### config.mk
export PLATFORM = sky130hd
export DESIGN_NAME = stretch_sensor_angle_estimator
export DESIGN_NICKNAME = d
export VERILOG_FILES = /design/src/rtl/ssae_pkg.sv /design/src/rtl/stretch_sensor_angle_estimator.sv /design/src/rtl/ssae_mul.sv /design/src/rtl/ssae_div.sv
export SDC_FILE = /design/constraint.sdc
export NUM_CORES = 2
export LEC_CHECK = 0
export BUFFER_PORTS_ARGS = -buffer_cell sky130_fd_sc_hd__buf_2
export CAP_MARGIN = 20
export CORE_MARGIN = 4
export CORE_UTILIZATION = 34
export DETAILED_ROUTE_END_ITERATION = 12
export GPL_ROUTABILITY_DRIVEN = 0
export GPL_TIMING_DRIVEN = 0
export PLACE_DENSITY = 0.51
export SYNTH_ARGS = -nofsm -noshare
export SYNTH_HDL_FRONTEND = slang
export SYNTH_SLANG_ARGS = --single-unit
### constraint.sdc
create_clock -name clk_i -period 10.3 [get_ports clk_i]
set_clock_uncertainty 0.05 [all_clocks]
set_input_delay 1.545 -clock clk_i [delete_from_list [all_inputs] [get_ports clk_i]]
set_output_delay 1.545 -clock clk_i [all_outputs]
set_load 0.02 [all_outputs]
### src/rtl/ssae_pkg.sv
// Shared constants, types and helper functions of the stretch sensor angle estimator.
`timescale 1ns / 1ps
`default_nettype none
package ssae_pkg;

  localparam int unsigned OVERSAMPLE     = 16;
  localparam int unsigned ADC_FULL_SCALE = 4096;
  localparam int unsigned ADC_W          = 12;
  localparam int unsigned ADC_MAX_CODE   = 4095;

  // Burst sum, span of the divider node and derived operand widths
  localparam int unsigned SUM_W   = $clog2(OVERSAMPLE * ADC_MAX_CODE + 1);
  localparam int unsigned CNT_W   = (OVERSAMPLE > 1) ? $clog2(OVERSAMPLE) : 1;
  localparam int unsigned SPAN    = OVERSAMPLE * ADC_FULL_SCALE;
  localparam int unsigned SPAN_W  = $clog2(SPAN + 1);
  localparam int unsigned SUM_LO  = OVERSAMPLE;
  localparam int unsigned SUM_HI  = OVERSAMPLE * (ADC_FULL_SCALE - 1);
  localparam int unsigned DEN_W   = $clog2(1000 * SPAN + 1);
  localparam int unsigned RFIX_W  = 20;
  localparam int unsigned NUM_W   = RFIX_W + SUM_W + 8;
  localparam int unsigned DVD_W   = NUM_W + 1;
  localparam int unsigned RES_W   = 24;
  localparam int unsigned ALPHA_W = 17;
  localparam int unsigned ANG_W   = 24;

  // Shared multiplier operand widths (signed)
  localparam int unsigned MUL_A_W = 21;
  localparam int unsigned MUL_B_W = 25;
  localparam int unsigned MUL_P_W = MUL_A_W + MUL_B_W;

  // Horner state and accumulator widths
  localparam int unsigned HT_W  = 40;
  localparam int unsigned ACC_W = 64;

  localparam logic [ALPHA_W-1:0] ALPHA_ONE = ALPHA_W'(65536);
  localparam logic [9:0]         KOHM_DIV  = 10'd1000;

  localparam logic signed [HT_W-1:0] POLY_A0 = 40'sd25762065;
  localparam logic signed [HT_W-1:0] POLY_A1 = -40'sd41819307;
  localparam logic signed [HT_W-1:0] POLY_A2 = 40'sd23553649;
  localparam logic signed [HT_W-1:0] POLY_A3 = -40'sd4452909;
  localparam logic signed [ACC_W-1:0] HORNER_LIM = 64'sd274877906944;
  localparam logic signed [ACC_W-1:0] ANG_MAX    = 64'sd8388607;
  localparam logic signed [ACC_W-1:0] ANG_MIN    = -64'sd8388608;

  // Configuration register indexes
  localparam int unsigned CFG_IDX_W = 3;
  localparam logic [CFG_IDX_W-1:0] REG_FIXED_RES = 3'd0;
  localparam logic [CFG_IDX_W-1:0] REG_ALPHA     = 3'd1;
  localparam logic [CFG_IDX_W-1:0] REG_R_MIN     = 3'd2;
  localparam logic [CFG_IDX_W-1:0] REG_R_MAX     = 3'd3;
  localparam int unsigned CFG_DATA_W = 24;

  // Divider handshake toward the sequencer
  typedef struct packed {
    logic busy;
    logic done;
  } div_stat_t;

  // Coefficient added after each Horner step, highest order first
  function automatic logic signed [HT_W-1:0] horner_coef(input logic [1:0] k);
    logic signed [HT_W-1:0] c;
    case (k)
      2'd0:    c = POLY_A2;
      2'd1:    c = POLY_A1;
      default: c = POLY_A0;
    endcase
    return c;
  endfunction

  // Divide by 256, rounding half away from zero
  function automatic logic signed [ACC_W-1:0] rnd256(input logic signed [ACC_W-1:0] p);
    logic signed [ACC_W-1:0] s;
    s = p + (p[ACC_W-1] ? 64'sd127 : 64'sd128);
    return s >>> 8;
  endfunction

endpackage
`default_nettype wire

### src/rtl/stretch_sensor_angle_estimator.sv
// Top level: burst accumulator, sequencer and datapath of the angle estimator.
`timescale 1ns / 1ps
`default_nettype none
// Takes one ADC word per cycle while in_ready_o is high and sums bursts of 16. The
// sixteenth word of a burst starts the conversion: sum to resistance (kilo-ohms Q16.8)
// through an iterative restoring divider that retires one quotient bit per cycle,
// then the moving average and a Horner cubic, all multiplications on one shared
// 21x25 multiplier. A burst end keeps in_ready_o low until the result is moved to the
// output register; the divider takes most of that time. All other words leave
// in_ready_o high. The result is held in an output register until taken, and
// configuration writes are taken in any cycle.
module stretch_sensor_angle_estimator (
  input  wire                                        clk_i,
  input  wire                                        rst_ni,
  input  wire                                        in_valid_i,
  output logic                                       in_ready_o,
  input  wire  logic [ssae_pkg::ADC_W-1:0]           adc_sample_i,
  output logic                                       out_valid_o,
  input  wire                                        out_ready_i,
  output logic [ssae_pkg::RES_W-1:0]                 resistance_kohm_q8_o,
  output logic signed [ssae_pkg::ANG_W-1:0]          angle_deg_q8_o,
  input  wire                                        cfg_valid_i,
  output logic                                       cfg_ready_o,
  input  wire  logic [ssae_pkg::CFG_IDX_W-1:0]       cfg_index_i,
  input  wire  logic [ssae_pkg::CFG_DATA_W-1:0]      cfg_data_i
);

  localparam logic [3:0] S_IDLE      = 4'd0;
  localparam logic [3:0] S_MUL_NUM   = 4'd1;
  localparam logic [3:0] S_MUL_DEN   = 4'd2;
  localparam logic [3:0] S_DIV_START = 4'd3;
  localparam logic [3:0] S_DIV_WAIT  = 4'd4;
  localparam logic [3:0] S_EMA_MUL   = 4'd5;
  localparam logic [3:0] S_EMA_ADD   = 4'd6;
  localparam logic [3:0] S_CLAMP     = 4'd7;
  localparam logic [3:0] S_H_LO      = 4'd8;
  localparam logic [3:0] S_H_HI      = 4'd9;
  localparam logic [3:0] S_H_ACC     = 4'd10;
  localparam logic [3:0] S_H_RND     = 4'd11;
  localparam logic [3:0] S_FINAL     = 4'd12;
  localparam logic [3:0] S_DONE      = 4'd13;

  localparam int unsigned EMA_W = 43;

  // configuration
  logic [ssae_pkg::RFIX_W-1:0]  rfix_q;
  logic [ssae_pkg::ALPHA_W-1:0] alpha_q;
  logic [ssae_pkg::RES_W-1:0]   rmin_q, rmax_q;

  // control
  logic [3:0]                   state_q, state_d;
  logic [ssae_pkg::CNT_W-1:0]   cnt_q, cnt_d;
  logic [1:0]                   k_q, k_d;
  logic                         primed_q, primed_d;
  logic                         out_valid_q, out_valid_d;

  // datapath
  logic [ssae_pkg::SUM_W-1:0]        sum_q, sum_d;
  logic [ssae_pkg::SUM_W-1:0]        sum_new;
  logic [ssae_pkg::SUM_W-1:0]        v_q, v_d;
  logic [ssae_pkg::NUM_W-9:0]        num_q, num_d;
  logic [ssae_pkg::DEN_W-1:0]        den_cur;
  logic [ssae_pkg::RES_W-1:0]        r_q, r_d;
  logic [ssae_pkg::RES_W-1:0]        s_q, s_d;
  logic [ssae_pkg::RES_W-1:0]        x_q, x_d;
  logic [ssae_pkg::RES_W-1:0]        x_lo;
  logic signed [ssae_pkg::HT_W-1:0]  t_q, t_d;
  logic signed [ssae_pkg::ACC_W-1:0] acc_q, acc_d;
  logic signed [ssae_pkg::ACC_W-1:0] h_sum, f_rnd;
  logic signed [EMA_W-1:0]           ema_sum;
  logic [ssae_pkg::RES_W-1:0]        res_out_q, res_out_d;
  logic signed [ssae_pkg::ANG_W-1:0] ang_q, ang_d;
  logic signed [ssae_pkg::ANG_W-1:0] ang_out_q, ang_out_d;
  logic [ssae_pkg::ALPHA_W-1:0]      alpha_c;
  logic [ssae_pkg::SPAN_W-1:0]       span_rem;

  // shared units
  logic signed [ssae_pkg::MUL_A_W-1:0] mul_a;
  logic signed [ssae_pkg::MUL_B_W-1:0] mul_b;
  logic signed [ssae_pkg::MUL_P_W-1:0] mul_p;
  logic                                div_start;
  logic [ssae_pkg::DVD_W-1:0]          div_dvd;
  ssae_pkg::div_stat_t                 div_stat;
  logic [ssae_pkg::RES_W-1:0]          div_quot;

  logic in_acc;

  assign in_ready_o  = (state_q == S_IDLE);
  assign in_acc      = in_valid_i && in_ready_o;
  assign cfg_ready_o = 1'b1;
  assign alpha_c     = (alpha_q > ssae_pkg::ALPHA_ONE) ? ssae_pkg::ALPHA_ONE : alpha_q;
  assign span_rem    = ssae_pkg::SPAN_W'(ssae_pkg::SPAN) - ssae_pkg::SPAN_W'(v_q);
  assign den_cur     = ssae_pkg::DEN_W'(mul_p);
  assign div_dvd     = ssae_pkg::DVD_W'({num_q, 8'b0}) + ssae_pkg::DVD_W'(den_cur >> 1);
  assign div_start   = (state_q == S_DIV_START);

  // operand select for the shared multiplier
  always_comb begin
    mul_a = '0;
    mul_b = '0;
    case (state_q)
      S_MUL_NUM: begin
        mul_a = ssae_pkg::MUL_A_W'({1'b0, rfix_q});
        mul_b = ssae_pkg::MUL_B_W'({1'b0, v_q});
      end
      S_MUL_DEN: begin
        mul_a = ssae_pkg::MUL_A_W'({1'b0, ssae_pkg::KOHM_DIV});
        mul_b = ssae_pkg::MUL_B_W'({1'b0, span_rem});
      end
      S_EMA_MUL: begin
        mul_a = ssae_pkg::MUL_A_W'({1'b0, alpha_c});
        mul_b = $signed({1'b0, r_q}) - $signed({1'b0, s_q});
      end
      S_H_LO: begin
        mul_a = ssae_pkg::MUL_A_W'({1'b0, t_q[19:0]});
        mul_b = ssae_pkg::MUL_B_W'({1'b0, x_q});
      end
      S_H_HI: begin
        mul_a = ssae_pkg::MUL_A_W'($signed(t_q[ssae_pkg::HT_W-1:20]));
        mul_b = ssae_pkg::MUL_B_W'({1'b0, x_q});
      end
      default: begin
        mul_a = '0;
        mul_b = '0;
      end
    endcase
  end

  ssae_mul u_mul (
    .clk_i (clk_i),
    .a_i   (mul_a),
    .b_i   (mul_b),
    .p_o   (mul_p)
  );

  ssae_div u_div (
    .clk_i      (clk_i),
    .rst_ni     (rst_ni),
    .start_i    (div_start),
    .dividend_i (div_dvd),
    .divisor_i  (den_cur),
    .stat_o     (div_stat),
    .quot_o     (div_quot)
  );

  always_comb begin
    state_d     = state_q;
    cnt_d       = cnt_q;
    k_d         = k_q;
    primed_d    = primed_q;
    out_valid_d = out_valid_q;
    sum_d       = sum_q;
    v_d         = v_q;
    num_d       = num_q;
    r_d         = r_q;
    s_d         = s_q;
    x_d         = x_q;
    t_d         = t_q;
    acc_d       = acc_q;
    ang_d       = ang_q;
    res_out_d   = res_out_q;
    ang_out_d   = ang_out_q;
    sum_new     = sum_q + ssae_pkg::SUM_W'(adc_sample_i);
    ema_sum     = $signed({3'b0, s_q, 16'b0}) + EMA_W'(mul_p) + EMA_W'(32768);
    x_lo        = (s_q < rmin_q) ? rmin_q : s_q;
    h_sum       = ssae_pkg::rnd256(acc_q) + ssae_pkg::ACC_W'(ssae_pkg::horner_coef(k_q));
    f_rnd       = ssae_pkg::rnd256(ssae_pkg::ACC_W'(t_q));

    if (out_valid_q && out_ready_i) begin
      out_valid_d = 1'b0;
    end

    case (state_q)
      S_IDLE: begin
        if (in_acc) begin
          if (cnt_q == ssae_pkg::CNT_W'(ssae_pkg::OVERSAMPLE - 1)) begin
            // clamp the burst sum and start the conversion
            if (sum_new < ssae_pkg::SUM_W'(ssae_pkg::SUM_LO)) begin
              v_d = ssae_pkg::SUM_W'(ssae_pkg::SUM_LO);
            end else if (sum_new > ssae_pkg::SUM_W'(ssae_pkg::SUM_HI)) begin
              v_d = ssae_pkg::SUM_W'(ssae_pkg::SUM_HI);
            end else begin
              v_d = sum_new;
            end
            sum_d   = '0;
            cnt_d   = '0;
            state_d = S_MUL_NUM;
          end else begin
            sum_d = sum_new;
            cnt_d = cnt_q + ssae_pkg::CNT_W'(1);
          end
        end
      end
      S_MUL_NUM: state_d = S_MUL_DEN;
      S_MUL_DEN: begin
        num_d   = (ssae_pkg::NUM_W - 8)'(mul_p);
        state_d = S_DIV_START;
      end
      S_DIV_START: state_d = S_DIV_WAIT;
      S_DIV_WAIT: begin
        if (div_stat.done) begin
          r_d = div_quot;
          if (primed_q) begin
            state_d = S_EMA_MUL;
          end else begin
            s_d      = div_quot;
            primed_d = 1'b1;
            state_d  = S_CLAMP;
          end
        end
      end
      S_EMA_MUL: state_d = S_EMA_ADD;
      S_EMA_ADD: begin
        s_d     = ema_sum[ssae_pkg::RES_W+15:16];
        state_d = S_CLAMP;
      end
      S_CLAMP: begin
        x_d     = (x_lo > rmax_q) ? rmax_q : x_lo;
        t_d     = ssae_pkg::POLY_A3;
        k_d     = '0;
        state_d = S_H_LO;
      end
      S_H_LO: state_d = S_H_HI;
      S_H_HI: begin
        acc_d   = ssae_pkg::ACC_W'(mul_p);
        state_d = S_H_ACC;
      end
      S_H_ACC: begin
        acc_d   = acc_q + (ssae_pkg::ACC_W'(mul_p) <<< 20);
        state_d = S_H_RND;
      end
      S_H_RND: begin
        // saturate each Horner step at +-2^38
        if (h_sum > ssae_pkg::HORNER_LIM) begin
          t_d = ssae_pkg::HT_W'(ssae_pkg::HORNER_LIM);
        end else if (h_sum < -ssae_pkg::HORNER_LIM) begin
          t_d = ssae_pkg::HT_W'(-ssae_pkg::HORNER_LIM);
        end else begin
          t_d = ssae_pkg::HT_W'(h_sum);
        end
        if (k_q == 2'd2) begin
          state_d = S_FINAL;
        end else begin
          k_d     = k_q + 2'd1;
          state_d = S_H_LO;
        end
      end
      S_FINAL: begin
        if (f_rnd > ssae_pkg::ANG_MAX) begin
          ang_d = ssae_pkg::ANG_W'(ssae_pkg::ANG_MAX);
        end else if (f_rnd < ssae_pkg::ANG_MIN) begin
          ang_d = ssae_pkg::ANG_W'(ssae_pkg::ANG_MIN);
        end else begin
          ang_d = ssae_pkg::ANG_W'(f_rnd);
        end
        state_d = S_DONE;
      end
      S_DONE: begin
        // hold until the output register is free
        if (!out_valid_q || out_ready_i) begin
          out_valid_d = 1'b1;
          res_out_d   = s_q;
          ang_out_d   = ang_q;
          state_d     = S_IDLE;
        end
      end
      default: state_d = S_IDLE;
    endcase
  end

  always_ff @(posedge clk_i or negedge rst_ni) begin
    if (!rst_ni) begin
      state_q     <= S_IDLE;
      cnt_q       <= '0;
      k_q         <= '0;
      primed_q    <= 1'b0;
      out_valid_q <= 1'b0;
      sum_q       <= '0;
      s_q         <= '0;
      t_q         <= '0;
      rfix_q      <= ssae_pkg::RFIX_W'(10000);
      alpha_q     <= ssae_pkg::ALPHA_W'(13107);
      rmin_q      <= ssae_pkg::RES_W'(256);
      rmax_q      <= ssae_pkg::RES_W'(1024);
    end else begin
      state_q     <= state_d;
      cnt_q       <= cnt_d;
      k_q         <= k_d;
      primed_q    <= primed_d;
      out_valid_q <= out_valid_d;
      sum_q       <= sum_d;
      s_q         <= s_d;
      t_q         <= t_d;
      if (cfg_valid_i && cfg_ready_o) begin
        case (cfg_index_i)
          ssae_pkg::REG_FIXED_RES: rfix_q  <= cfg_data_i[ssae_pkg::RFIX_W-1:0];
          ssae_pkg::REG_ALPHA:     alpha_q <= cfg_data_i[ssae_pkg::ALPHA_W-1:0];
          ssae_pkg::REG_R_MIN:     rmin_q  <= cfg_data_i[ssae_pkg::RES_W-1:0];
          ssae_pkg::REG_R_MAX:     rmax_q  <= cfg_data_i[ssae_pkg::RES_W-1:0];
          default: ;
        endcase
      end
    end
  end

  always_ff @(posedge clk_i) begin
    v_q       <= v_d;
    num_q     <= num_d;
    r_q       <= r_d;
    x_q       <= x_d;
    acc_q     <= acc_d;
    ang_q     <= ang_d;
    res_out_q <= res_out_d;
    ang_out_q <= ang_out_d;
  end

  assign out_valid_o          = out_valid_q;
  assign resistance_kohm_q8_o = res_out_q;
  assign angle_deg_q8_o       = ang_out_q;

  a_div_done_in_wait: assert property (@(posedge clk_i) disable iff (!rst_ni)
    div_stat.done |-> state_q == S_DIV_WAIT)
    else $error("divider finished outside its wait state");

  a_idle_div_quiet: assert property (@(posedge clk_i) disable iff (!rst_ni)
    (state_q == S_IDLE) |-> !div_stat.busy)
    else $error("divider busy while accepting words");

  a_result_primed: assert property (@(posedge clk_i) disable iff (!rst_ni)
    $rose(out_valid_q) |-> primed_q)
    else $error("result given before the average was loaded");

  a_horner_range: assert property (@(posedge clk_i) disable iff (!rst_ni)
    (ssae_pkg::ACC_W'(t_q) <= ssae_pkg::HORNER_LIM) &&
    (ssae_pkg::ACC_W'(t_q) >= -ssae_pkg::HORNER_LIM))
    else $error("Horner term out of range");

  a_count_range: assert property (@(posedge clk_i) disable iff (!rst_ni)
    in_acc && (cnt_q == ssae_pkg::CNT_W'(ssae_pkg::OVERSAMPLE - 1)) |=>
    (state_q == S_MUL_NUM) && (cnt_q == '0))
    else $error("burst end did not start a conversion");

endmodule
`default_nettype wire

### src/rtl/ssae_mul.sv
// Shared signed multiplier with a registered product.
`timescale 1ns / 1ps
`default_nettype none
module ssae_mul (
  input  wire                                         clk_i,
  input  wire  logic signed [ssae_pkg::MUL_A_W-1:0]   a_i,
  input  wire  logic signed [ssae_pkg::MUL_B_W-1:0]   b_i,
  output logic signed [ssae_pkg::MUL_P_W-1:0]         p_o
);

  logic signed [ssae_pkg::MUL_P_W-1:0] p_q, p_d;

  assign p_d = ssae_pkg::MUL_P_W'(a_i) * ssae_pkg::MUL_P_W'(b_i);

  always_ff @(posedge clk_i) begin
    p_q <= p_d;
  end

  assign p_o = p_q;

endmodule
`default_nettype wire

### src/rtl/ssae_div.sv
// Restoring divider, one quotient bit per cycle, quotient saturated to 24 bits.
`timescale 1ns / 1ps
`default_nettype none
module ssae_div (
  input  wire                                  clk_i,
  input  wire                                  rst_ni,
  input  wire                                  start_i,
  input  wire  logic [ssae_pkg::DVD_W-1:0]     dividend_i,
  input  wire  logic [ssae_pkg::DEN_W-1:0]     divisor_i,
  output ssae_pkg::div_stat_t                  stat_o,
  output logic [ssae_pkg::RES_W-1:0]           quot_o
);

  localparam int unsigned DCNT_W = $clog2(ssae_pkg::DVD_W + 1);

  logic                            busy_q, busy_d;
  logic                            done_q, done_d;
  logic [DCNT_W-1:0]               cnt_q, cnt_d;
  logic [ssae_pkg::DEN_W-1:0]      rem_q, rem_d;
  logic [ssae_pkg::DEN_W-1:0]      den_q, den_d;
  logic [ssae_pkg::DVD_W-1:0]      dvd_q, dvd_d;
  logic [ssae_pkg::RES_W-1:0]      quo_q, quo_d;
  logic                            ovf_q, ovf_d;
  logic [ssae_pkg::DEN_W:0]        rem_sh;
  logic                            ge;

  always_comb begin
    busy_d = busy_q;
    done_d = 1'b0;
    cnt_d  = cnt_q;
    rem_d  = rem_q;
    den_d  = den_q;
    dvd_d  = dvd_q;
    quo_d  = quo_q;
    ovf_d  = ovf_q;
    rem_sh = {rem_q, dvd_q[ssae_pkg::DVD_W-1]};
    ge     = rem_sh >= {1'b0, den_q};
    if (start_i) begin
      busy_d = 1'b1;
      cnt_d  = DCNT_W'(ssae_pkg::DVD_W);
      rem_d  = '0;
      den_d  = divisor_i;
      dvd_d  = dividend_i;
      quo_d  = '0;
      ovf_d  = 1'b0;
    end else if (busy_q) begin
      rem_d = ge ? ssae_pkg::DEN_W'(rem_sh - {1'b0, den_q})
                 : ssae_pkg::DEN_W'(rem_sh);
      dvd_d = {dvd_q[ssae_pkg::DVD_W-2:0], 1'b0};
      // a bit leaving the top means the quotient no longer fits
      ovf_d = ovf_q | quo_q[ssae_pkg::RES_W-1];
      quo_d = {quo_q[ssae_pkg::RES_W-2:0], ge};
      cnt_d = cnt_q - DCNT_W'(1);
      if (cnt_q == DCNT_W'(1)) begin
        busy_d = 1'b0;
        done_d = 1'b1;
      end
    end
  end

  always_ff @(posedge clk_i or negedge rst_ni) begin
    if (!rst_ni) begin
      busy_q <= 1'b0;
      done_q <= 1'b0;
      cnt_q  <= '0;
    end else begin
      busy_q <= busy_d;
      done_q <= done_d;
      cnt_q  <= cnt_d;
    end
  end

  always_ff @(posedge clk_i) begin
    rem_q <= rem_d;
    den_q <= den_d;
    dvd_q <= dvd_d;
    quo_q <= quo_d;
    ovf_q <= ovf_d;
  end

  assign stat_o.busy = busy_q;
  assign stat_o.done = done_q;
  assign quot_o      = ovf_q ? {ssae_pkg::RES_W{1'b1}} : quo_q;

endmodule
`default_nettype wire
### Word level (Yosys, flattened, before mapping)

Cells that the tools add are included.
Widths: inputs -> output; s select.

* bitwise gates (word level): 1
* add/sub/neg operators: 14
* equality and inequality tests: 26
* muxes and demuxes: 43
* reductions and logical operators: 24
* $mul: 1
* order comparisons: 10

Operator list (count)
* $pmux 40 s2: 2
* $mux 24: 6
* $pmux 64 s2: 1
* $pmux 21 s5: 1
* $pmux 25 s4: 1
* $mux 45: 2
* $mux 40: 2
* $add 64x64->64: 1
* $add 64x9->64: 1
* $add 56x40->57: 1
* $gt 57x40->1 const B: 1
* $lt 57x39->1 const B: 1
* $pmux 4 s14: 1
* $pmux 24 s2: 1
* $mul 21x25->46: 1
* $add 44x25->45: 1
* $add 40x9->41: 1
* $add 40x17->40 const B: 1
* $add 40x40->40: 1
* $gt 33x24->1 const B: 1
* $lt 33x24->1 const B: 1
* $mux 16: 2
* $eq 4x4->1 const B: 7
* $ge 27x26->1: 1
* 43 further kinds: 80

* input port bits: 44
* word-level logic and storage cells: 149
* bits in registers: 589
* output and inout bits: 51

### Logic depth before layout (Yosys ltp)

* word-level depth: 7
* depth in mapped cells: 48

### Cells and area by module

Synthesis repeated with hierarchy kept, for this count alone.

* cell total of the unflattened synthesis: 5920
* area total of the unflattened synthesis: 55819.8 um2

Modules (own cells, without submodules)
* stretch_sensor_angle_estimator: instances 1, cells each 3119, seq. area each 11534.8 um2, area an instance 29132.9 um2
* ssae_mul: instances 1, cells each 2190, seq. area each 920.9 um2, area an instance 19954.1 um2
* ssae_div: instances 1, cells each 611, seq. area each 3353.2 um2, area an instance 6732.7 um2

### Worst setup path before layout

No wires, ideal clock.

* path type: reg2reg
* start: register s_q[1] (netlist name)
* end: register u_mul.p_q (netlist bit u_mul.p_o[42])
* arrival: 9.932 ns
* cell stages (with the launch flop): 44
* slack: 0.246 ns
* path buffers: 0
* period minus slack after synthesis: 10.054 ns
* cell sequence: dfrtp_1 > inv_1 > ha_1 > nor2b_1 > o21ai_0 > a21boi_0 > o21ai_0 > a21oi_1 > o21ai_0 > a21boi_0 > o31a_1 > o41ai_1 > o21ai_0 > o21ai_0 > o211ai_1 > a21oi_1 > xor2_1 > o21ai_1 > (+8 left out) > fa_1 > fa_1 > inv_1 > fa_1 > inv_1 > ha_1 > a21o_1 > a21o_1 > a21oi_1 > nor2_1 > a221oi_1 > a21oi_1 > a31o_2 > a21o_1 > a21oi_1 > o21bai_1 > a21oi_1 > xnor2_1

* word-level cells in the longest chain between the ends: 3

Ends and longest elaborated chain
* start: declaration: line stretch_sensor_angle_estimator.sv:64 `logic [ssae_pkg::RES_W-1:0] s_q, s_d;`
* start signal: assignment: line stretch_sensor_angle_estimator.sv:279 `s_q <= '0;`
* start signal: assignment: line stretch_sensor_angle_estimator.sv:292 `s_q <= s_d;`
* $sub 24x24->25: line stretch_sensor_angle_estimator.sv:112 `mul_b = $signed({1'b0, r_q}) - $signed({1'b0, s_q});`
* $pmux 25 s4: line stretch_sensor_angle_estimator.sv:101 `case (state_q)`
* $mul 21x25->46: line ssae_mul.sv:13 `assign p_d = ssae_pkg::MUL_P_W'(a_i) * ssae_pkg::MUL_P_W'(b_i);`
* via u_mul.p_d, one bit: line ssae_mul.sv:11 `logic signed [ssae_pkg::MUL_P_W-1:0] p_q, p_d;`
* end signal: assignment: line ssae_mul.sv:16 `p_q <= p_d;`
* end: declaration: line ssae_mul.sv:11

The timed path passes the listed nets, and every way through them passes these cells.
A chain may end at the register's enable or synchronous reset.

### Worst setup path in the final report

* start: register state_q[2]
* end: register u_mul.p_q (netlist bit u_mul.p_o[44])

* word-level cells in the longest chain between the ends: 4

Ends and longest elaborated chain
* start: declaration: line stretch_sensor_angle_estimator.sv:51 `logic [3:0] state_q, state_d;`
* start signal: assignment: line stretch_sensor_angle_estimator.sv:286 `state_q <= state_d;`
* $eq 4x4->1: line stretch_sensor_angle_estimator.sv:101
* $reduce_or 2->1 (no line)
* $pmux 25 s4: line stretch_sensor_angle_estimator.sv:101
* $mul 21x25->46 (*): line ssae_mul.sv:13
* via u_mul.p_d, one bit: line ssae_mul.sv:11

Mark *: on every way through the listed nets, which the timed path passes. The rest lies on a longest branch.

==> metrics.md <==
| Metric | Value |
|---|---|
| Synth cell types | `93` |
| Remaining Overflow, GRT | `0` |
| DRT Pass-1 Iters | `6` |
| Area grow syn2layout | `14.4%` |
| Routed vias | `45700` |
| CTS Buffer Depth | `3` |
| Fin worst setup slack | `-0.275 ns` |
| FF-to-FF setup slack | `-0.28 ns` |
| Width of the die | `412 um` |
| Path type of the worst setup path | `reg2reg` |
| Row count | `147` |
| Synthesized netlist cell count | `6076` |
| Peak supply drop | `287 uV` |
| Met2 usage | `0.369` |
| Top_reg_cell synth | `edfxtp_1` |
| Required time of the critical path | `10.79 ns` |
| H-tree levels | `3` |
| Post-route ant nets | `0` |
| Busiest grt layer | `met2` |
| Crit end category | `flop` |
| Synth area leaders | `fa_1 20%, edfxtp_1 17%, ha_1 8.6%, dfrtp_1 7.7%, inv_1 5.9%` |
| Yosys top cell by area | `fa_1` |
| Async S/R FF share, synth | `0.314` |
| Vias in the first global route | `45600` |
| Violated checks | `negative setup slack` |
| Reg area | `15800 um2` |
| Hold Path Stages | `0` |
| Yosys warning total | `0` |
| Worst hold slack | `0.357 ns` |
| Layout cells sized above 1 | `0.112` |
| Worst-margin pin slew | `1.21 ns` |
| Critical Path Source Type | `flop` |
| Total wire length | `196000 um` |
| Post-synth top area share | `0.195` |
| Hold_buf cts | `0` |
| Global Route met1 Usage | `0.310` |
| Most Frequent Cell on Critical Path | `fa_1` |
| Largest net degree at the start of global routing | `117` |
| Fillers | `16300` |
| Die area | `170000 um2` |
| Cell Area, Synth | `55400 um2` |
| LEAKAGE | `28.6 nW` |
| Pre-CTS WS | `-3.57 ns` |
| First-pass GRT wire length | `294000 um` |
| Worst-Skew Late Latency | `0.71 ns` |
| Crit path capture | `u_mul.p_o[44]` |
| Reg-to-reg endpoint | `u_mul.p_o[44]` |
| Mean Syn Cell Area | `9.13 um2` |
| CTS tree | `built` |
| Max incr delay on CP | `0.74 ns` |
| Maximum clock frequency | `94.6 MHz` |
| RR Startpoint | `state_q[2]` |
| Hold Startpoint | `ang_q[2]` |
| Crit path time final | `10.58 ns` |
| Critical path's slowest cell | `buf_1` |
| Vias per cell | `5.32` |
| Final setup fails | `5` |
| Number of top-level pins | `95` |
| Core area | `161000 um2` |
| Crit path from | `state_q[2]` |
| Hold Crit Class | `reg2reg` |
| Pwr dens | `340 nW/um2` |
| Nets | `7329` |
| Port-buffer cells | `93` |
| Status | `finished with violations` |
| Area of the multi-input gates | `36500 um2` |
| Initial Util | `0.344` |
| Met3 Use GR | `0.0439` |
| Initial antenna violation count | `13` |
| Final hold viol count | `0` |
| Crit path arrival time | `11.06 ns` |
| FF-to-FF path depth | `35` |
| Post-synthesis register bit count | `589` |
| Drt drc | `0` |
| Final critical-path share of the clock period | `1.03` |
| Clock-pin slew on the worst setup and hold paths | `0.06 ns` |
| Root Driver | `clkbuf_16` |
| WL/cell | `22.9 um` |
| Max-Cap Viols | `0` |
| Hpwl dp | `156000 um` |
| Total track usage | `0.232` |
| Die Ht | `412 um` |
| Clk sink count | `589` |
| Slew margin rel. | `0.194` |
| Post-synth EDFFs | `307` |
| Crit path max fanout | `10` |
| Fin Setup TNS | `-0.760 ns` |
| Pins over their slew limit | `0` |
| Cts bufs inserted | `71` |
| RSZ-0062 raised after global routing | `yes` |
| Sequential element share of the synthesized area | `0.285` |
| Starting DRC count in detailed routing | `3699` |
how the worst min path moves through the flow:
| stage | slack [ns] | endpoint |
|---|---|---|
| final | 0.36 | angle_deg_q8_o[2] |
| after floorplan | 0.35 | angle_deg_q8_o[0] |
| after CTS | 0.36 | angle_deg_q8_o[2] |
| after global routing | 0.36 | angle_deg_q8_o[2] |
| after detailed placement | 0.35 | angle_deg_q8_o[10] |
| after global placement | 0.35 | angle_deg_q8_o[0] |
cell type report:
type	instances	area share
multi-input cells	4383	0.575
flip-flops and latches	589	0.249
inverters	876	0.0520
well taps	2160	0.0426
clock buffers	89	0.0306
repair buffers	218	0.0252
plain buffers	225	0.0181
clock inverters	41	0.00740
diodes	2	0.0000789
worst max-delay path, delay by kind of cell (launching register included):
family | cells | cell delay (ns)
AO/OA/AOI/OAI | 11 | 2.32
adder cells (fa/ha/maj) | 8 | 3.89
AND/OR/NAND/NOR | 5 | 1.07
flip-flops | 1 | 0.34
XOR/XNOR | 1 | 0.44
buffers and inverters | 10 | 2.27
kinds of logic (layout without fill, tap and decap cells):
kind of cell	Yosys count	in the layout	share of synthesized area
buffers and inverters	1108	1449	0.0755
AOI/OAI and AO/OA	1204	1204	0.135
xor gates and xnor gates	291	291	0.0460
DFF	589	589	0.285
adders and majority gates	921	921	0.281
and+or+nand+nor	1826	1826	0.151
muxes	135	135	0.0258
other	2	8	0.000135
per-layer routing:
metal	share of wire	vias up	routed length, um
li1	-	20900	-
met5	0.000061	-	12
met1	0.42	22800	83000
met2	0.45	1578	89200
met4	0.048	2	9350
met3	0.076	369	14800
stage by stage:
step,area [um2],std cells,power [mW],utilization
finish,63400,8583,21.6,0.393
CTS,63000,8569,21.3,0.391
global placement,58600,8333,17.5,0.363
global route,63400,8581,23.3,0.393
detailed placement,59000,8363,17.7,0.366
floorplan,55500,6080,13.1,-
registers in the layout, summed over array words and instances, names as in the netlist, 4 cells and up:
name and count:
acc_q 64, alpha_q 17, ang_q 24, angle_deg_q8_o 24, cnt_q 4, num_q 36
r_q 24, resistance_kohm_q8_o 24, rfix_q 20, rmax_q 24, rmin_q 24, s_q 24
state_q 4, sum_q 16, t_q 40, u_div.cnt_q 6, u_div.den_q 26, u_div.dvd_q 45
u_div.quo_q 24, u_div.rem_q 26, u_mul.p_o 46, v_q 16, x_q 24
where the power goes:
| part | switching, mW | leakage, nW | internal [mW] |
|---|---|---|---|
| clock | 1.13 | 1.18 | 1.47 |
| sequential | 0.915 | 5.90 | 3.41 |
| combinational | 9.12 | 21.5 | 5.53 |
| total | 11.2 | 28.6 | 10.4 |
Yosys cell counts, drive strengths merged, types with 51 or more instances:
cell type	count
fa	541
nand4	55
a21oi	364
and3	56
and2	85
nand2b	53
clkbuf	207
mux2	65
nand3	104
mux2i	70
nor3	124
a21o	106
nor2	427
dfrtp	170
xor2	115
nand2	731
ha	380
xnor2	176
dfxtp	97
edfxtp	307
or2	51
o21ai	372
inv	875
repair_timing:
action	4_1_cts	5_1_grt
gates resized for setup	236	92
endpoints found under the setup margin	30	14
buffers inserted	79	14
pin swaps	109	62
cells in the final DEF, fill, tap and decap left out, types with 21 or more instances in the layout:
cell type	n
buf_2	101
clkbuf_1	157
nor2_1	425
xnor2_1	167
clkbuf_2	36
dfxtp_1	97
dfrtp_1	165
a21o_1	105
inv_1	856
nor4_1	21
mux2_2	65
xor2_1	111
mux2i_1	70
nor2b_1	42
o31ai_1	33
ha_1	363
o21ai_0	333
nand2b_1	52
nand2_1	724
nand3_1	99
nand4_1	54
o21ai_2	23
nor3_1	118
or2_2	49
and3_1	55
clkbuf_16	77
fa_1	534
a31oi_1	29
o211ai_1	27
a211oi_1	44
and2_1	84
o21a_1	26
edfxtp_1	307
a21oi_1	345
buf_4	103
o21bai_1	21
Note: power is estimated with default switching activity, not from simulation.
